File: src/rtl/bale_pkg.sv
// ----------------------------------------------------------------------------
// bale_pkg
// Shared types and codes for the bounded array list engine.
// ----------------------------------------------------------------------------
package bale_pkg;

    localparam int DEPTH = 16;
    localparam int IDX_W = $clog2(DEPTH);
    localparam int CNT_W = $clog2(DEPTH + 1);

    localparam logic [2:0] CMD_INSERT = 3'd0;
    localparam logic [2:0] CMD_DELETE = 3'd1;
    localparam logic [2:0] CMD_READ   = 3'd2;
    localparam logic [2:0] CMD_APPEND = 3'd3;
    localparam logic [2:0] CMD_DROP   = 3'd4;
    localparam logic [2:0] CMD_CLEAR  = 3'd5;

    localparam logic [1:0] ST_OK     = 2'd0;
    localparam logic [1:0] ST_BADPOS = 2'd1;
    localparam logic [1:0] ST_FULL   = 2'd2;
    localparam logic [1:0] ST_EMPTY  = 2'd3;

    typedef struct packed {
        logic [2:0]         cmd;
        logic [3:0]         position;
        logic signed [31:0] value;
    } t_in_item;

    typedef struct packed {
        logic signed [31:0] read_value;
        logic [4:0]         length;
        logic [1:0]         status;
    } t_out_item;

    typedef enum logic [2:0] {
        OP_NONE,
        OP_INSERT,
        OP_DELETE,
        OP_READ,
        OP_APPEND,
        OP_DROP,
        OP_CLEAR
    } t_dp_op;

    typedef struct packed {
        logic       load;
        t_dp_op     op;
        logic [1:0] status;
    } t_dp_cmd;

    typedef struct packed {
        logic             full;
        logic             empty;
        logic [CNT_W-1:0] count;
    } t_dp_stat;

endpackage

File: src/rtl/bounded_array_list_engine.sv
// ----------------------------------------------------------------------------
// bounded_array_list_engine
// Ordered list of up to DEPTH signed words with positional insert and delete.
// ----------------------------------------------------------------------------
// Usage:
//   Command items enter on the in channel (valid/ready): cmd, position, value.
//   Each item gives exactly one result item on the out channel: read_value,
//   length after the command, and status (ok, bad position, full, empty).
//   A result appears the cycle after its item is taken.
//   Throughput is one item per cycle while the receiver takes results;
//   insert and delete shift the whole register row at once through per-cell
//   shift enables, and the result register frees as it is taken, so a new
//   item enters in the same cycle the previous result leaves.
//   When the receiver stalls the result is held and in_ready drops until the
//   result is taken.
//   Reset empties the list (length zero) and clears the output slot; stored
//   words are not cleared, and no position at or above the length is read.
// ----------------------------------------------------------------------------
module bounded_array_list_engine (
    input  logic                 i_clk,
    input  logic                 i_rst_n,
    input  logic                 i_in_valid,
    output logic                 o_in_ready,
    input  bale_pkg::t_in_item   i_in_item,
    output logic                 o_out_valid,
    input  logic                 i_out_ready,
    output bale_pkg::t_out_item  o_out_item
);
    import bale_pkg::*;

    t_dp_cmd  dp_cmd;
    t_dp_stat dp_stat;

    bale_ctrl u_ctrl (
        .i_clk       (i_clk),
        .i_rst_n     (i_rst_n),
        .i_in_valid  (i_in_valid),
        .o_in_ready  (o_in_ready),
        .i_cmd       (i_in_item.cmd),
        .i_position  (i_in_item.position),
        .o_out_valid (o_out_valid),
        .i_out_ready (i_out_ready),
        .i_stat      (dp_stat),
        .o_cmd       (dp_cmd)
    );

    bale_dpath u_dpath (
        .i_clk      (i_clk),
        .i_rst_n    (i_rst_n),
        .i_cmd      (dp_cmd),
        .i_position (i_in_item.position),
        .i_value    (i_in_item.value),
        .o_stat     (dp_stat),
        .o_item     (o_out_item)
    );

endmodule

File: src/rtl/bale_ctrl.sv
// ----------------------------------------------------------------------------
// bale_ctrl
// Handshake control, command decode and checks, output slot tracking.
// ----------------------------------------------------------------------------
module bale_ctrl (
    input  logic               i_clk,
    input  logic               i_rst_n,
    input  logic               i_in_valid,
    output logic               o_in_ready,
    input  logic [2:0]         i_cmd,
    input  logic [3:0]         i_position,
    output logic               o_out_valid,
    input  logic               i_out_ready,
    input  bale_pkg::t_dp_stat i_stat,
    output bale_pkg::t_dp_cmd  o_cmd
);
    import bale_pkg::*;

    typedef enum logic {
        S_EMPTY,
        S_FULL
    } t_state;

    t_state           r_state;
    t_state           n_state;
    logic             accept;
    logic [CNT_W-1:0] pos_ext;
    t_dp_op           op;
    logic [1:0]       status;

    assign o_in_ready  = (r_state == S_EMPTY) || i_out_ready;
    assign o_out_valid = (r_state == S_FULL);
    assign accept      = i_in_valid && o_in_ready;
    assign pos_ext     = CNT_W'(i_position);

    always_comb begin
        op     = OP_NONE;
        status = ST_OK;
        unique case (i_cmd)
            CMD_INSERT: begin
                if (i_stat.full) begin
                    status = ST_FULL;
                end else if (pos_ext > i_stat.count) begin
                    status = ST_BADPOS;
                end else begin
                    op = OP_INSERT;
                end
            end
            CMD_DELETE: begin
                if (i_stat.empty) begin
                    status = ST_EMPTY;
                end else if (pos_ext >= i_stat.count) begin
                    status = ST_BADPOS;
                end else begin
                    op = OP_DELETE;
                end
            end
            CMD_READ: begin
                if (pos_ext >= i_stat.count) begin
                    status = ST_BADPOS;
                end else begin
                    op = OP_READ;
                end
            end
            CMD_APPEND: begin
                if (i_stat.full) begin
                    status = ST_FULL;
                end else begin
                    op = OP_APPEND;
                end
            end
            CMD_DROP: begin
                if (i_stat.empty) begin
                    status = ST_EMPTY;
                end else begin
                    op = OP_DROP;
                end
            end
            CMD_CLEAR: begin
                op = OP_CLEAR;
            end
            default: begin
                op = OP_NONE;
            end
        endcase
    end

    assign o_cmd.load   = accept;
    assign o_cmd.op     = op;
    assign o_cmd.status = status;

    always_comb begin
        n_state = r_state;
        unique case (r_state)
            S_EMPTY: begin
                if (accept) begin
                    n_state = S_FULL;
                end
            end
            S_FULL: begin
                if (!accept && i_out_ready) begin
                    n_state = S_EMPTY;
                end
            end
            default: begin
                n_state = S_EMPTY;
            end
        endcase
    end

    always_ff @(posedge i_clk) begin
        if (!i_rst_n) begin
            r_state <= S_EMPTY;
        end else begin
            r_state <= n_state;
        end
    end

    ctrl_stall_holds: assert property (@(posedge i_clk) disable iff (!i_rst_n)
        (o_out_valid && !i_out_ready) |-> !o_cmd.load)
        else $error("item loaded while result stalled");

    ctrl_load_shows: assert property (@(posedge i_clk) disable iff (!i_rst_n)
        o_cmd.load |=> o_out_valid)
        else $error("loaded item gave no result");

    ctrl_full_guard: assert property (@(posedge i_clk) disable iff (!i_rst_n)
        (i_stat.full && (o_cmd.op == OP_INSERT || o_cmd.op == OP_APPEND)) |-> 0)
        else $error("growth issued on full list");

endmodule

File: src/rtl/bale_dpath.sv
// ----------------------------------------------------------------------------
// bale_dpath
// Register row with per-cell shift enables, length counter, result register.
// ----------------------------------------------------------------------------
module bale_dpath (
    input  logic               i_clk,
    input  logic               i_rst_n,
    input  bale_pkg::t_dp_cmd  i_cmd,
    input  logic [3:0]         i_position,
    input  logic signed [31:0] i_value,
    output bale_pkg::t_dp_stat o_stat,
    output bale_pkg::t_out_item o_item
);
    import bale_pkg::*;

    logic signed [31:0] r_entries [DEPTH];
    logic signed [31:0] n_entries [DEPTH];
    logic [CNT_W-1:0]   r_count;
    logic [CNT_W-1:0]   n_count;
    logic signed [31:0] r_read_value;
    logic [1:0]         r_status;
    logic [CNT_W-1:0]   pos_ext;

    assign pos_ext = CNT_W'(i_position);

    for (genvar g = 0; g < DEPTH; g++) begin : g_cell
        always_comb begin
            n_entries[g] = r_entries[g];
            case (i_cmd.op)
                OP_INSERT: begin
                    if (CNT_W'(g) == pos_ext) begin
                        n_entries[g] = i_value;
                    end else if (CNT_W'(g) > pos_ext) begin
                        if (g > 0) begin
                            n_entries[g] = r_entries[(g > 0) ? g - 1 : 0];
                        end
                    end
                end
                OP_DELETE: begin
                    if (CNT_W'(g) >= pos_ext && g < DEPTH - 1) begin
                        n_entries[g] = r_entries[(g < DEPTH - 1) ? g + 1 : g];
                    end
                end
                OP_APPEND: begin
                    if (CNT_W'(g) == r_count) begin
                        n_entries[g] = i_value;
                    end
                end
                default: begin
                    n_entries[g] = r_entries[g];
                end
            endcase
        end

        always_ff @(posedge i_clk) begin
            if (i_cmd.load) begin
                r_entries[g] <= n_entries[g];
            end
        end
    end

    always_comb begin
        n_count = r_count;
        case (i_cmd.op)
            OP_INSERT, OP_APPEND: n_count = r_count + CNT_W'(1);
            OP_DELETE, OP_DROP:   n_count = r_count - CNT_W'(1);
            OP_CLEAR:             n_count = '0;
            default:              n_count = r_count;
        endcase
    end

    always_ff @(posedge i_clk) begin
        if (!i_rst_n) begin
            r_count <= '0;
        end else if (i_cmd.load) begin
            r_count <= n_count;
        end
    end

    always_ff @(posedge i_clk) begin
        if (i_cmd.load) begin
            r_status     <= i_cmd.status;
            r_read_value <= (i_cmd.op == OP_READ) ? r_entries[i_position[IDX_W-1:0]] : '0;
        end
    end

    assign o_stat.full  = (r_count == CNT_W'(DEPTH));
    assign o_stat.empty = (r_count == '0);
    assign o_stat.count = r_count;

    assign o_item.read_value = r_read_value;
    assign o_item.length     = 5'(r_count);
    assign o_item.status     = r_status;

    dp_count_bound: assert property (@(posedge i_clk) disable iff (!i_rst_n)
        r_count <= CNT_W'(DEPTH))
        else $error("count beyond depth");

    dp_clear_zero: assert property (@(posedge i_clk) disable iff (!i_rst_n)
        (i_cmd.load && i_cmd.op == OP_CLEAR) |=> (r_count == '0))
        else $error("clear left entries");

    dp_insert_grows: assert property (@(posedge i_clk) disable iff (!i_rst_n)
        (i_cmd.load && i_cmd.op == OP_INSERT) |=> (r_count == $past(r_count) + CNT_W'(1)))
        else $error("insert did not grow list");

    dp_error_holds: assert property (@(posedge i_clk) disable iff (!i_rst_n)
        (i_cmd.load && i_cmd.status != ST_OK) |=> $stable(r_count))
        else $error("failed command changed length");

endmodule
File: config.mk
export PLATFORM = sky130hd
export DESIGN_NAME = bounded_array_list_engine
export DESIGN_NICKNAME = d
export VERILOG_FILES = /design/src/rtl/bale_pkg.sv /design/src/rtl/bounded_array_list_engine.sv /design/src/rtl/bale_ctrl.sv /design/src/rtl/bale_dpath.sv
export SDC_FILE = /design/constraint.sdc
export NUM_CORES = 1
export LEC_CHECK = 0
export ABC_AREA = 1
export BUFFER_PORTS_ARGS = -buffer_cell sky130_fd_sc_hd__buf_2
export CORE_MARGIN = 4
export CORE_UTILIZATION = 49
export CTS_CLUSTER_SIZE = 30
export DETAILED_ROUTE_END_ITERATION = 12
export MAX_ROUTING_LAYER = met4
export PLACE_DENSITY = 0.68
export SLEW_MARGIN = 10
export SYNTH_ARGS = -nofsm -noshare
export SYNTH_HDL_FRONTEND = slang
export SYNTH_SLANG_ARGS = --single-unit
File: constraint.sdc
create_clock -name i_clk -period 12.25 [get_ports i_clk]
set_clock_uncertainty 0.2 [all_clocks]
set_input_delay 0.6125 -clock i_clk [delete_from_list [all_inputs] [get_ports i_clk]]
set_output_delay 0.6125 -clock i_clk [all_outputs]
set_load 0.02 [all_outputs]
==> impl_metrics.py <==
metrics = {
    "floorplan": {
        "die_w_um": 270,
        "start_util": 0.497,
        "core_region_area_um2": 67500,
        "io_pins": 84,
        "placementRows": 95,
        "die_area_um2": 72800,
        "die_h_um": 270,
    },
    "power_and_ir_drop": {
        "p_switching_mw": 1.35,
        "powerDensity_nw_per_um2": 134,
        "combPwrFrac": 0.153,
        "fin_total_pwr_mw": 4.83,
        "switching_share": 0.280,
        "worst_ir_drop_vdd_v": 0.000147,
        "p_int_mw": 3.47,
        "p_leak_nw": 13.9,
        "seqPwrFrac": 0.463,
        "pwr-share-clk": 0.384,
    },
    "detailed_routing": {
        "firstDrtPassIters": 8,
        "drt_iter0_markers": 4563,
        "antenna_left": 0,
        "wire_per_inst_um": 26.2,
        "vias": 30071,
        "vias_per_cell": 6.66,
        "post-route-drc-count": 0,
        "routed_wl_mm": 118,
    },
    "global_routing": {
        "grt_use_total": 0.318,
        "antenna_found_initial": 10,
        "grt_max_degree": 185,
        "grt_pass1_wl_mm": 175,
        "grt_pass1_vias": 27967,
        "grt_overflow_total": 0,
    },
    "timing": {
        "finalHoldWorstSlack_ns": 0.0317,
        "tns_ns": 0,
        "hold_viol": 0,
        "maxSlewHeadroom": 0.162,
        "tightest_slew_ns": 1.26,
        "rsz0062_at_grt": "no",
        "fin_crit_sh": 0.486,
        "min_period_ns": 5.96,
        "setup_viol": 0,
        "drv_slew": 0,
        "fmaxAchievable_mhz": 168,
    },
    "clocking": {
        "root_buffer": "clkbuf_16",
        "post_cts.repair.setup_buffers": 0,
        "clock_sinks": 552,
        "clock_latency_ns": 0.65,
        "cts_inserted_buffers": 61,
        "path_clk_slew_ns": 0.07,
        "post_cts_resized": 0,
        "tritoncts": "built",
        "cts_hold_buf": 1,
        "cts_max_path_buffers": 3,
        "cts_htree_levels": 2,
    },
    "setup_path": {
        "worstSetupPathType": "reg -> reg",
        "crit_chain": "inv_2 > ha_1 > nand2_1 > inv_1 > nand3_1 > nand3_4 > buf_4 > nand2_1 > nand2_1 > nor2_1 > nor3_2 > buf_4",
        "crit_fanout": 85,
        "path_common_cell": "nand2_1",
        "slowest_stage": "buf_4",
        "max_stage_delay_ns": 0.86,
        "cp.arrival_ns": 6.01,
        "start_kind": "flop",
        "endpoint_kind": "flop",
        "critical_path_required_ns": 12.30,
    },
    "run_status": {
        "status": "finished, final reports clean",
    },
    "finish": {
        "nets": 3634,
        "fin_area_um2": 36000,
        "final_layout_size_suffix_gt1_frac": 0.0799,
        "area_delta_synth_final_pct": 7.26,
    },
    "placement": {
        "hpwl_mm": 59.9,
        "globalplace.congestion": 0.905,
        "placed_area_um2": 34000,
        "port_buffers": 83,
    },
    "logic_synthesis": {
        "seq_area_frac_synth": 0.492,
        "synth-seq-cells": 552,
        "postSynthCellCount": 3742,
        "synth_enable_flop_cells": 546,
        "synth_ff_type": "edfxtp_1",
        "synth_top_cell_by_area": "edfxtp_1",
        "synth.distinct_cells": 41,
        "synth.top_cell.area_share": 0.488,
        "async_reset_ff_frac": 0,
        "syn_area_per_cell_um2": 8.97,
        "synth_most_common_cell": "o211ai_1",
        "yosys_warnings": 0,
        "synth_nets": 3795,
        "yosys-top-cells-area": "edfxtp_1, o211ai_1, nand2_1",
        "synthTopCellsByCount": "o211ai_1, nand2_1, edfxtp_1",
        "syn-cell-area_um2": 33600,
    },
    "job": {
        "maxCapViolCount": 0,
    },
    "hold_path": {
        "hold_class": "in -> reg",
    },
}
-- cell families (layout without fill, tap and decap cells) --
logic type               count (synthesis)  after routing  synth area share
AO/OA/AOI/OAI                         1296           1296             0.276
AND/OR/NAND/NOR                       1008           1008             0.119
buffers and inverters                  871            759             0.108
flip-flops                             552            552             0.492
adder cells (fa/ha/maj)                 10             10           0.00373
multiplexers                             3              3           0.00101
XOR/XNOR                                 2              2          0.000522
other                                    0              9                 0
-- stage by stage --
step                      worst slack, ns  cells  utilization
after detailed placement             6.18   4390        0.504
after CTS                            6.35   4503        0.533
final                                6.29   4512        0.533
after global routing                 5.98   4512        0.533
after floorplan                      6.77   3742            -
after global placement               6.26   4390        0.504
-- layer usage --
layer,global-route usage,up-vias,routed length (um)
li1,-,13313,-
met1,0.431,14403,46100
met2,0.472,2058,52700
met3,0.0650,297,14700
met4,0.124,0,4670
met5,-,-,0
-- area by class of cell --
cell class	instances	area (um^2)
Tap cell	873	1090
Clock buffer	72	1610
Timing Repair Buffer	133	833
Inverter	514	1940
Multi-Input combinational cell	2319	13700
Clock inverter	40	339
Antenna cell	9	22.5
Fill cell	6143	31500
Sequential cell	552	16500
-- power groups by stage --
stage	registers, mW	clock network (mW)	logic [mW]
floorplan	2.28	0	0.499
global placement	2.27	0	0.703
detailed placement	2.27	0	0.713
CTS	2.24	1.86	0.716
global route	2.24	1.94	0.793
finish	2.24	1.85	0.738
-- flip-flops by register name, summed over array words and instances (netlist names) --
name	flops
u_dpath.r_count	5
u_dpath.r_entries	512
u_dpath.r_status	2
u_ctrl.o_out_valid	1
u_dpath.r_read_value	32
-- critical path: cells and delay by family, from the launching register on --
kind,cells,cell delay (ns)
fa+ha+maj,1,0.31
buf+inv,4,1.75
flops,1,0.55
simple gates,7,2.68
-- worst paths after layout --
| kind | startpoint | end | slack [ns] | cells past startpoint |
|---|---|---|---|---|
| worst max register to register | u_dpath.r_count[2]$_SDFFE_PN0P_ | u_dpath.r_entries[11][2]$_DFFE_PP_ | 6.29 | 12 |
| worst max-delay path | u_dpath.r_count[2]$_SDFFE_PN0P_ | u_dpath.r_entries[11][2]$_DFFE_PP_ | 6.29 | 12 |
| worst min register to register | u_ctrl.o_out_valid$_SDFF_PN0_ | u_ctrl.o_out_valid$_SDFF_PN0_ | 0.31 | 2 |
| worst min-delay path | i_rst_n | u_dpath.r_count[1]$_SDFFE_PN0P_ | 0.03 | 3 |
-- cells in the final DEF (no fill, tap or decap), types with 2 or more instances in the layout --
master,n
a211oi_4,2
o211ai_2,11
diode_2,9
o22ai_1,5
nor2_4,12
nor3_2,8
inv_2,8
nand2_2,5
inv_6,3
dfxtp_1,6
buf_4,47
ha_1,10
clkinv_2,11
clkbuf_16,63
clkinv_1,19
nor2_1,49
nand2_1,824
buf_2,82
inv_1,504
bufinv_16,6
clkbuf_1,9
a22oi_1,24
o2111ai_1,2
clkinvlp_4,2
o221ai_1,94
o21ai_0,154
buf_12,3
o211ai_1,875
a31oi_1,12
nor3_1,6
a41oi_1,13
mux2_2,3
nor2_2,5
nand2_4,12
a21oi_1,100
edfxtp_1,546
nand3_1,82
(Power assumes the default switching activity.)
